$ cat src/hdl/scc_pkg.sv
// ----------------------------------------------------------------------------
// scc_pkg: sector cache shared definitions
// access kinds and the packing of the result stream word
// ----------------------------------------------------------------------------
package scc_pkg;

  localparam int KIND_W     = 2;
  localparam int SECTOR_W   = 32;
  localparam int SLOT_OUT_W = 6;
  localparam int OUT_DATA_W = 48;

  localparam logic [KIND_W-1:0] KIND_READ  = 2'd0;
  localparam logic [KIND_W-1:0] KIND_WRITE = 2'd1;
  localparam logic [KIND_W-1:0] KIND_FLUSH = 2'd2;

  // result word bit positions
  localparam int OUT_HIT_BIT   = 6;
  localparam int OUT_FILL_BIT  = 7;
  localparam int OUT_WB_BIT    = 8;
  localparam int OUT_WBSEC_LSB = 9;
  localparam int OUT_WBSEC_MSB = OUT_WBSEC_LSB + SECTOR_W - 1;

endpackage

$ cat src/hdl/sector_cache_clock_replacement.sv
// ----------------------------------------------------------------------------
// sector_cache_clock_replacement: sector cache metadata with clock replacement
// fully associative tag lookup, clock victim choice, write-back and flush
// ----------------------------------------------------------------------------
//  channel | direction | tdata                    | tuser | tlast
//  in_     | slave     | sector                   | kind  | -
//  out_    | master    | slot, hit, fill, wb, sec | -     | last
//
//  an access scans the tags through the metadata memories and, on a miss,
//  then runs the clock sweep to choose a victim
//  a flush scans one entry per cycle up to the last dirty entry unless the output stalls
//  after reset a clearing pass over all entries keeps in_tready low
//  a stalled result holds in the output register; the next transaction is
//  still taken, and a flush waits on the entry whose result cannot be loaded
// ----------------------------------------------------------------------------
module sector_cache_clock_replacement
  import scc_pkg::*;
#(
  parameter int ENTRIES     = 64,
  parameter int SECTOR_BITS = 32
) (
  input  logic                  clk,
  input  logic                  rst_n,
  input  logic                  in_tvalid,
  output logic                  in_tready,
  input  logic [SECTOR_W-1:0]   in_tdata,   // sector
  input  logic [KIND_W-1:0]     in_tuser,   // kind
  output logic                  out_tvalid,
  input  logic                  out_tready,
  output logic [OUT_DATA_W-1:0] out_tdata,  // slot, hit, fill_needed,
                                            // writeback_needed, writeback_sector
  output logic                  out_tlast   // last
);

  localparam int SLOT_W = $clog2(ENTRIES);
  localparam int CNT_W  = $clog2(ENTRIES + 1);
  localparam logic [SLOT_W-1:0] LAST_SLOT = SLOT_W'(ENTRIES - 1);

  typedef struct packed {
    logic valid;
    logic dirty;
    logic accessed;
  } flags_t;

  typedef enum logic [2:0] {
    ST_CLEAR,
    ST_IDLE,
    ST_LOOKUP,
    ST_SWEEP,
    ST_FINISH,
    ST_FLUSH
  } state_t;

  flags_t                 flag_mem [ENTRIES];
  logic [SECTOR_BITS-1:0] tag_mem  [ENTRIES];

  state_t                 state_r, state_nxt;
  logic [SLOT_W-1:0]      clr_addr_r, clr_addr_nxt;
  logic [SLOT_W-1:0]      hand_r, hand_nxt;
  logic [CNT_W-1:0]       cnt_r, cnt_nxt;
  logic                   out_tvalid_r, out_tvalid_nxt;
  logic [OUT_DATA_W-1:0]  out_tdata_r, out_tdata_nxt;
  logic                   out_tlast_r, out_tlast_nxt;

  logic [KIND_W-1:0]      kind_r, kind_nxt;
  logic [SECTOR_BITS-1:0] tag_r, tag_nxt;
  logic [SLOT_W-1:0]      chk_addr_r;
  logic [SLOT_W-1:0]      res_slot_r, res_slot_nxt;
  logic                   res_hit_r, res_hit_nxt;
  logic                   res_fill_r, res_fill_nxt;
  logic                   res_wb_r, res_wb_nxt;
  logic [SECTOR_W-1:0]    res_wbsec_r, res_wbsec_nxt;
  logic                   res_old_dirty_r, res_old_dirty_nxt;

  flags_t                 flag_q;
  logic [SECTOR_BITS-1:0] tag_q;
  logic [63:0]            tag_q_ext;
  logic [SECTOR_W-1:0]    tag_q_out;

  logic [SLOT_W-1:0]      rd_addr;
  logic [SLOT_W-1:0]      next_addr;
  logic                   flag_we;
  logic [SLOT_W-1:0]      flag_wa;
  flags_t                 flag_wd;
  logic                   tag_we;
  logic                   can_load;
  logic                   match;
  logic                   new_dirty;

  assign in_tready  = (state_r == ST_IDLE);
  assign out_tvalid = out_tvalid_r;
  assign out_tdata  = out_tdata_r;
  assign out_tlast  = out_tlast_r;

  assign can_load  = !out_tvalid_r || out_tready;
  assign next_addr = (chk_addr_r == LAST_SLOT) ? '0 : chk_addr_r + 1'b1;
  assign match     = flag_q.valid && (tag_q == tag_r);
  assign tag_q_ext = 64'(tag_q);
  assign tag_q_out = tag_q_ext[SECTOR_W-1:0];
  assign new_dirty = (res_hit_r && res_old_dirty_r) || (kind_r == KIND_WRITE);

  always_comb begin
    state_nxt         = state_r;
    clr_addr_nxt      = clr_addr_r;
    hand_nxt          = hand_r;
    cnt_nxt           = cnt_r;
    kind_nxt          = kind_r;
    tag_nxt           = tag_r;
    res_slot_nxt      = res_slot_r;
    res_hit_nxt       = res_hit_r;
    res_fill_nxt      = res_fill_r;
    res_wb_nxt        = res_wb_r;
    res_wbsec_nxt     = res_wbsec_r;
    res_old_dirty_nxt = res_old_dirty_r;
    out_tvalid_nxt    = out_tready ? 1'b0 : out_tvalid_r;
    out_tdata_nxt     = out_tdata_r;
    out_tlast_nxt     = out_tlast_r;
    rd_addr           = chk_addr_r;
    flag_we           = 1'b0;
    flag_wa           = chk_addr_r;
    flag_wd           = flag_q;
    tag_we            = 1'b0;

    case (state_r)
      ST_CLEAR: begin
        flag_we      = 1'b1;
        flag_wa      = clr_addr_r;
        flag_wd      = '0;
        clr_addr_nxt = clr_addr_r + 1'b1;
        if (clr_addr_r == LAST_SLOT) begin
          state_nxt = ST_IDLE;
        end
      end
      ST_IDLE: begin
        rd_addr = '0;
        if (in_tvalid) begin
          kind_nxt = in_tuser;
          tag_nxt  = SECTOR_BITS'(in_tdata);
          case (in_tuser)
            KIND_READ, KIND_WRITE: state_nxt = ST_LOOKUP;
            KIND_FLUSH: begin
              if (cnt_r != '0) begin
                state_nxt = ST_FLUSH;
              end
            end
            default: ;
          endcase
        end
      end
      ST_LOOKUP: begin
        if (match) begin
          res_slot_nxt      = chk_addr_r;
          res_hit_nxt       = 1'b1;
          res_fill_nxt      = 1'b0;
          res_wb_nxt        = 1'b0;
          res_wbsec_nxt     = '0;
          res_old_dirty_nxt = flag_q.dirty;
          state_nxt         = ST_FINISH;
        end else if (chk_addr_r == LAST_SLOT) begin
          rd_addr   = hand_r;
          state_nxt = ST_SWEEP;
        end else begin
          rd_addr = next_addr;
        end
      end
      ST_SWEEP: begin
        if (flag_q.accessed) begin
          // second chance: clear and move on
          flag_we          = 1'b1;
          flag_wd.accessed = 1'b0;
          rd_addr          = next_addr;
        end else begin
          res_slot_nxt      = chk_addr_r;
          res_hit_nxt       = 1'b0;
          res_fill_nxt      = 1'b1;
          res_wb_nxt        = flag_q.valid && flag_q.dirty;
          res_wbsec_nxt     = (flag_q.valid && flag_q.dirty) ? tag_q_out : '0;
          res_old_dirty_nxt = flag_q.valid && flag_q.dirty;
          hand_nxt          = next_addr;
          state_nxt         = ST_FINISH;
        end
      end
      ST_FINISH: begin
        if (can_load) begin
          out_tvalid_nxt = 1'b1;
          out_tdata_nxt  = OUT_DATA_W'({res_wbsec_r, res_wb_r, res_fill_r, res_hit_r,
                                        SLOT_OUT_W'(res_slot_r)});
          out_tlast_nxt  = 1'b1;
          flag_we        = 1'b1;
          flag_wa        = res_slot_r;
          flag_wd        = '{valid: 1'b1, dirty: new_dirty, accessed: 1'b1};
          tag_we         = !res_hit_r;
          cnt_nxt        = cnt_r - CNT_W'(res_old_dirty_r) + CNT_W'(new_dirty);
          state_nxt      = ST_IDLE;
        end
      end
      ST_FLUSH: begin
        if (flag_q.dirty) begin
          if (can_load) begin
            out_tvalid_nxt = 1'b1;
            out_tdata_nxt  = OUT_DATA_W'({tag_q_out, 1'b1, 1'b0, 1'b0,
                                          SLOT_OUT_W'(chk_addr_r)});
            out_tlast_nxt  = (cnt_r == CNT_W'(1));
            flag_we        = 1'b1;
            flag_wd.dirty  = 1'b0;
            cnt_nxt        = cnt_r - 1'b1;
            rd_addr        = next_addr;
            if (cnt_r == CNT_W'(1)) begin
              state_nxt = ST_IDLE;
            end
          end else begin
            // reread this entry until the output register frees up
            rd_addr = chk_addr_r;
          end
        end else begin
          rd_addr = next_addr;
        end
      end
      default: state_nxt = ST_IDLE;
    endcase
  end

  always_ff @(posedge clk) begin
    if (!rst_n) begin
      state_r      <= ST_CLEAR;
      clr_addr_r   <= '0;
      hand_r       <= '0;
      cnt_r        <= '0;
      out_tvalid_r <= 1'b0;
    end else begin
      state_r      <= state_nxt;
      clr_addr_r   <= clr_addr_nxt;
      hand_r       <= hand_nxt;
      cnt_r        <= cnt_nxt;
      out_tvalid_r <= out_tvalid_nxt;
    end
  end

  always_ff @(posedge clk) begin
    out_tdata_r     <= out_tdata_nxt;
    out_tlast_r     <= out_tlast_nxt;
    kind_r          <= kind_nxt;
    tag_r           <= tag_nxt;
    chk_addr_r      <= rd_addr;
    res_slot_r      <= res_slot_nxt;
    res_hit_r       <= res_hit_nxt;
    res_fill_r      <= res_fill_nxt;
    res_wb_r        <= res_wb_nxt;
    res_wbsec_r     <= res_wbsec_nxt;
    res_old_dirty_r <= res_old_dirty_nxt;
  end

  // metadata memories, one write and one registered read port each
  always_ff @(posedge clk) begin
    if (flag_we) begin
      flag_mem[flag_wa] <= flag_wd;
    end
    if (tag_we) begin
      tag_mem[res_slot_r] <= tag_r;
    end
    flag_q <= flag_mem[rd_addr];
    tag_q  <= tag_mem[rd_addr];
  end

endmodule

$ cat config.mk
export PLATFORM = sky130hd
export DESIGN_NAME = sector_cache_clock_replacement
export DESIGN_NICKNAME = d
export VERILOG_FILES = /design/src/hdl/scc_pkg.sv /design/src/hdl/sector_cache_clock_replacement.sv
export SDC_FILE = /design/constraint.sdc
export NUM_CORES = 2
export LEC_CHECK = 0
export ABC_CLOCK_PERIOD_IN_PS = 4000
export BUFFER_PORTS_ARGS = -buffer_cell sky130_fd_sc_hd__buf_2
export CAP_MARGIN = 25
export CORE_MARGIN = 10
export CORE_UTILIZATION = 30
export DETAILED_ROUTE_END_ITERATION = 12
export PLACE_DENSITY = 0.43
export SLEW_MARGIN = 0
export SYNTH_ARGS = -nofsm -noshare
export SYNTH_HDL_FRONTEND = slang
export SYNTH_SLANG_ARGS = --single-unit
$ cat constraint.sdc
create_clock -name clk -period 4 [get_ports clk]
set_input_delay 0.8 -clock clk [delete_from_list [all_inputs] [get_ports clk]]
set_output_delay 0.8 -clock clk [all_outputs]
set_load 0.005 [all_outputs]
# After elaboration in Yosys (flattened, before gate mapping)

Memory sizes are Yosys's and may differ from the RTL's. A register that Yosys moved wholly into a read port is not among the register bits.
Cells that the tools add are included.

Shift-type cells: 0
Multiply operators: 0
Reductions and logical operators: 19
$lt $le $gt $ge: 0
Div/mod/pow operators: 0
Bitwise logic cells: 1
Add/sub/neg operators: 5
Equal/unequal tests: 23
Muxes and demuxes: 70

Operator list:

| operator                                                           | number |
|---|---|
| 48-bit two-way mux                                                 | 3 |
| 32-bit two-way mux                                                 | 3 |
| 48-bit one-hot mux with 2 select lines                             | 1 |
| 32-bit one-hot mux with 2 select lines                             | 1 |
| 6-bit two-way mux                                                  | 9 |
| 3-bit two-way mux                                                  | 11 |
| 32-bit == test                                                     | 1 |
| 6-bit one-hot mux with 2 select lines                              | 2 |
| 6-bit one-hot mux with 4 select lines                              | 1 |
| 1-bit two-way mux                                                  | 23 |
| 7-bit two-way mux                                                  | 3 |
| 3-bit one-hot mux with 6 select lines                              | 1 |
| 2-bit inequality test, second input constant                       | 8 |
| 1-bit one-hot mux with 2 select lines                              | 8 |
| 7-bit one-hot mux with 2 select lines                              | 1 |
| 6-bit by 1-bit adder with 6-bit output, second input constant      | 2 |
| 6-bit == test, second input constant                               | 2 |
| 10-bit AND reduction                                               | 1 |
| 7-bit by 1-bit adder with 7-bit output                             | 1 |
| 7-bit by 1-bit == test with 1-bit output, second input constant    | 1 |
| 7-bit nonzero test                                                 | 1 |
| 7-bit by 1-bit subtractor with 7-bit output                        | 1 |
| 7-bit by 1-bit subtractor with 7-bit output, second input constant | 1 |
| 3-bit by 2-bit == test with 1-bit output, second input constant    | 2 |
| 20 further kinds                                                   | 30 |

Memories kept: 2
RAM bits: 2240
Logic and storage cells: 136
Bits of input ports: 38
Register bits after elaboration: 154
Bits in read-only memories: 0
Output and inout port bits: 51
Latch bits: 0

Memory list:

| memory   | depth | bits a word | read ports | clocked after memory_dff | write ports | RTL line                             | text |
|---|---|---|---|---|---|---|---|
| tag_mem  | 64    | 32          | 1          | 1                        | 1           | sector_cache_clock_replacement.sv:55 | `logic [SECTOR_BITS-1:0] tag_mem [ENTRIES];` |
| flag_mem | 64    | 3           | 1          | 1                        | 1           | sector_cache_clock_replacement.sv:54 | `flags_t flag_mem [ENTRIES];` |

# Logic depth before layout (Yosys ltp)

Depth after elaboration: 7
Gate-level depth with buffers: 17
Depth with buffers taken out: 16

# Least setup slack after synthesis

OpenSTA, ideal clock, no wires.

Path type: register to register
From: register tag_r[19]
To: register tag_q[10] (read register of tag_mem)
Data arrival time: 4231 ps
Buffers on the path: 3
Clock period less this slack: 4368 ps
Stages on the path, launching flop included: 13
Data required time: 3863 ps
Setup time: 137 ps
Path slack: -368 ps
Cells stage by stage: edfxtp_1 > inv_1 > a221o_1 > or3_4 > o311a_1 > o31ai_1 > buf_2 > buf_2 > buf_1 > mux2i_1 > o22ai_1 > nor4_1 > o2111ai_1

Longest elaborated chain between the ends: 4

Ends and longest elaborated chain:

| element                               | RTL line                              | text |
|---|---|---|
| start, declared                       | sector_cache_clock_replacement.sv:66  | `logic [SECTOR_BITS-1:0] tag_r, tag_nxt;` |
| start signal, assigned                | sector_cache_clock_replacement.sv:243 | `tag_r <= tag_nxt;` |
| 32-bit == test                        | sector_cache_clock_replacement.sv:97  | `assign match = flag_q.valid && (tag_q == tag_r);` |
| 1-bit logical AND                     | sector_cache_clock_replacement.sv:97  |  |
| 6-bit two-way mux                     | sector_cache_clock_replacement.sv:151 | `if (match) begin` |
| 6-bit one-hot mux with 4 select lines | sector_cache_clock_replacement.sv:124 | `case (state_r)` |
| end, declared                         | sector_cache_clock_replacement.sv:76  | `logic [SECTOR_BITS-1:0] tag_q;` |

Every way passes these cells.
A chain may end at the register's enable or synchronous reset.

# Final worst setup path

From: register tag_r[15]
To: register tag_q[22] (read register of tag_mem)

Same word-level chain as after synthesis.

==> flow_summary.ini <==
[run_status]
status = finished, violations left
violations = setup timing

[timing]
rsz0062_at_grt = true
postLayoutSetupSlackWorst_ns = -0.558
fin_crit_ns = 4.56
max_clk_rate_mhz = 219
period_share_pct = 114
setup_viol_count_final = 35
worst_hold_slack_ns = 0.122
worst_slew_margin_pct = 26.2
worst_margin_pin_slew_ns = 1.11
fin_worst_skew_ns = 0.0666
hold_violations = 0
max_transition_viols_final = 0

[setup_path]
crit_path_cell_trace = xnor2_4, nand4_1, buf_4, or4_4, buf_6, o311a_4, o31ai_4, buf_12, buf_12, inv_16, buf_16, buf_4, buf_4, nand2_1, nand3_1, a32o_1, a31oi_2, o2111ai_1
critPathBufInv = 8
crit_slowest_cell = sky130_fd_sc_hd__or4_4
critPathCaptureType = flip-flop
timing_worst_setup_path_type = flip-flop to flip-flop
timing.critical_path.from_type = flip-flop
critical_path.top_delay_family = compound AO/OA/AOI/OAI gates
critPathRequiredTime_ns = 4.67
worst_path_most_repeated_cell = sky130_fd_sc_hd__buf_4
critPathMaxStageDelay_ns = 0.52
worstPathMaxFanout = 11
critPathArrivalTime_ns = 5.23

[finish]
fin_util_pct = 39.0
register_area_um2 = 72100
layout.cells.most_common = sky130_fd_sc_hd__edfxtp_1
layout_common_cells = 2,358 x sky130_fd_sc_hd__edfxtp_1, 1,796 x sky130_fd_sc_hd__nand2_1, 580 x sky130_fd_sc_hd__buf_4
area_delta_synth_final_pct = 29.3
drive_above_1_share_pct = 23.9
design_area_um2 = 123000
fillCellCount = 29500
nets = 7895
multi_input_area_um2 = 24300

[detailed_routing]
routed_via_density = 5.21
final_antenna_net_count = 0
wl_per_cell_um = 29.5
dr_total_vias = 63700
drt_first_iter_violations = 6812
drt-pass1-iter-count = 5
drt_wl_total_mm = 360
drcViolationCount = 0

[synth]
ys.warnings.count = 0
synth.avg_cell_area_um2 = 13.8
yosys_most_used_dff = sky130_fd_sc_hd__edfxtp_1
postSynth.asyncResetShare_pct = 0
netlist.area_leader.share_pct = 74.4
synth_seq_cells = 2422
synth_cells = 6918
post_synth_main_area_contributors = sky130_fd_sc_hd__edfxtp_1 74%, sky130_fd_sc_hd__nand2_1 7.2%, sky130_fd_sc_hd__nand3_1 2.7%
synth.yosys.seq_area_share_pct = 75.8
synth_edf_count = 2358
syn_area_um2 = 95100
synth.distinct_cells = 76
library_cell_with_the_largest_summed_area_after_synthesis = sky130_fd_sc_hd__edfxtp_1

[die]
die_w_um = 583
initial_core_util_pct = 30.2
placementRows = 206
placeableCoreArea_um2 = 315000
die_height_um = 583
design.die.area_um2 = 340000
io_pins = 89

[placed_design]
buffer_ports.inserted = 81
dp_hpwl_mm = 217
dpl_cell_area_um2 = 109000
finalWeightedCongestion = 0.842

[power_and_ir_drop]
static-leakage-power_uw = 0.0424
power_density_nw_per_um2 = 608
worst_ir_drop_vdd_uv = 378

[clock_tree]
clk_pin_slew_ns = 0.06
worst_skew_pair.late_latency_ns = 0.87
clockBufferDepth = 4
tritoncts = done
cts_made_buffers = 282
h-tree-depth = 5
clock_sinks = 2422
cts_hold_repair.buffers = 0
cts.root.buffer_cell = sky130_fd_sc_hd__clkbuf_16

[global_routing]
vias_in_the_first_global_route = 61300
grt_max_degree = 101
wire_length_of_the_first_global_routing_pass_mm = 492
track_usage_pct = 20.1
antenna_found_initial = 44
overflow = 0

[worst_hold_path]
classification_of_the_worst_slack_hold_path = primary input to flip-flop

[flow_run]
cap_viol_max_count = 0
## sequential cells by signal (all words and copies together), names as in the netlist
register and flops:
tag_q 32, clr_addr_r 6, chk_addr_r 6, flag_q 3, res_hit_r 1, tag_r 32, cnt_r 7, res_wbsec_r 32
hand_r 6, out_tlast 1, state_r 3, out_tdata 41, res_wb_r 1, tag_mem 2048, flag_mem 192, res_old_dirty_r 1
out_tvalid 1, res_fill_r 1, kind_r 2, res_slot_r 6
## where the power goes
group          total [uW]  switching [uW]  leakage (uW)  internal [uW]
registers           28800             707        0.0216          28100
logic               20600           11800        0.0165           8800
clock network       25400           10400       0.00435          14900
total               74800           23000        0.0424          51800
## area by class of cell
type | count | area share [%]
Sequential cell | 2422 | 58.6
Multi-Input combinational cell | 4049 | 19.7
Timing Repair Buffer | 1059 | 10.0
Clock buffer | 363 | 6.18
Tap cell | 4160 | 4.23
Clock inverter | 128 | 1.07
Inverter | 25 | 0.104
Antenna cell | 11 | 0.0224
Timing Repair inverter | 1 | 0.00915
## cell families (layout without fill, tap and decap cells)
group,after synthesis,count (layout),synth area share (%)
AO/OA/AOI/OAI,903,903,6.45
XOR/XNOR,43,43,0.396
adder cells (fa/ha/maj),17,17,0.231
buffers and inverters,453,1576,1.91
flip-flops,2422,2422,75.8
multiplexers,247,247,2.60
other,1,18,0.00394
AND/OR/NAND/NOR,2832,2832,12.6
## metal layers
layer  share of wire [%]  track usage [%]
met4                 3.0             5.34
met5               0.048                0
met1                  44             28.5
met2                  46             31.9
met3                 7.2             3.52
## what timing repair did
action                     4_1_cts  5_1_grt
resized for setup              396      279
setup endpoints to repair       35       35
pin swaps                       73      131
cloned                          20       14
buffers inserted                71      103
## synth_stat cells, types with 3 or more instances
cell type and instances:
sky130_fd_sc_hd__a21boi_0 6, sky130_fd_sc_hd__nand4_1 15, sky130_fd_sc_hd__nor3_1 45, sky130_fd_sc_hd__a21oi_1 270, sky130_fd_sc_hd__or2_2 3, sky130_fd_sc_hd__a32o_1 34, sky130_fd_sc_hd__a22oi_1 3, sky130_fd_sc_hd__inv_1 20
sky130_fd_sc_hd__nand2b_1 3, sky130_fd_sc_hd__and2_1 36, sky130_fd_sc_hd__o21ai_0 57, sky130_fd_sc_hd__buf_2 73, sky130_fd_sc_hd__xnor2_1 32, sky130_fd_sc_hd__mux2i_1 247, sky130_fd_sc_hd__a311oi_1 35, sky130_fd_sc_hd__a31oi_1 142
sky130_fd_sc_hd__nor2_1 239, sky130_fd_sc_hd__nor4_1 37, sky130_fd_sc_hd__o2111ai_1 34, sky130_fd_sc_hd__edfxtp_1 2358, sky130_fd_sc_hd__nand3b_1 4, sky130_fd_sc_hd__and4_1 4, sky130_fd_sc_hd__nor2b_1 11, sky130_fd_sc_hd__o22ai_1 116
sky130_fd_sc_hd__a22o_1 69, sky130_fd_sc_hd__and3_1 78, sky130_fd_sc_hd__a21o_1 3, sky130_fd_sc_hd__a32oi_1 74, sky130_fd_sc_hd__buf_4 7, sky130_fd_sc_hd__buf_1 50, sky130_fd_sc_hd__clkbuf_1 298, sky130_fd_sc_hd__dfxtp_1 64
sky130_fd_sc_hd__nand2_1 1817, sky130_fd_sc_hd__inv_2 4, sky130_fd_sc_hd__ha_1 16, sky130_fd_sc_hd__a311o_1 34, sky130_fd_sc_hd__nand3_1 507, sky130_fd_sc_hd__or3_1 7, sky130_fd_sc_hd__xor2_1 11, sky130_fd_sc_hd__or4_1 6
sky130_fd_sc_hd__nor4_4 4, sky130_fd_sc_hd__o31ai_1 3
## worst paths after layout
kind                                               end  cells after the start  slack (ns)                   start
worst max-delay path                 tag_q[22]$_DFF_P_                     18       -0.56     tag_r[15]$_DFFE_PP_
worst min-delay path               tag_r[25]$_DFFE_PP_                      1        0.12            in_tdata[25]
worst max register to register       tag_q[22]$_DFF_P_                     18       -0.56     tag_r[15]$_DFFE_PP_
worst min register to register  hand_r[1]$_SDFFE_PN0P_                      2        0.47  hand_r[1]$_SDFFE_PN0P_
## stage by stage
step	cells	power, uW	setup WS (ns)	TNS [ns]
final	12200	74800	-0.558	-13.05
after detailed placement	11500	45800	-1.36	-33.42
after global placement	11500	45500	-3.21	-68.86
after global routing	12200	77500	-0.625	-16.79
after floorplan	6924	37200	-0.243	-5.70
after CTS	12100	73500	-0.429	-10.44
No activity file was read; power rests on OpenSTA's default activity.
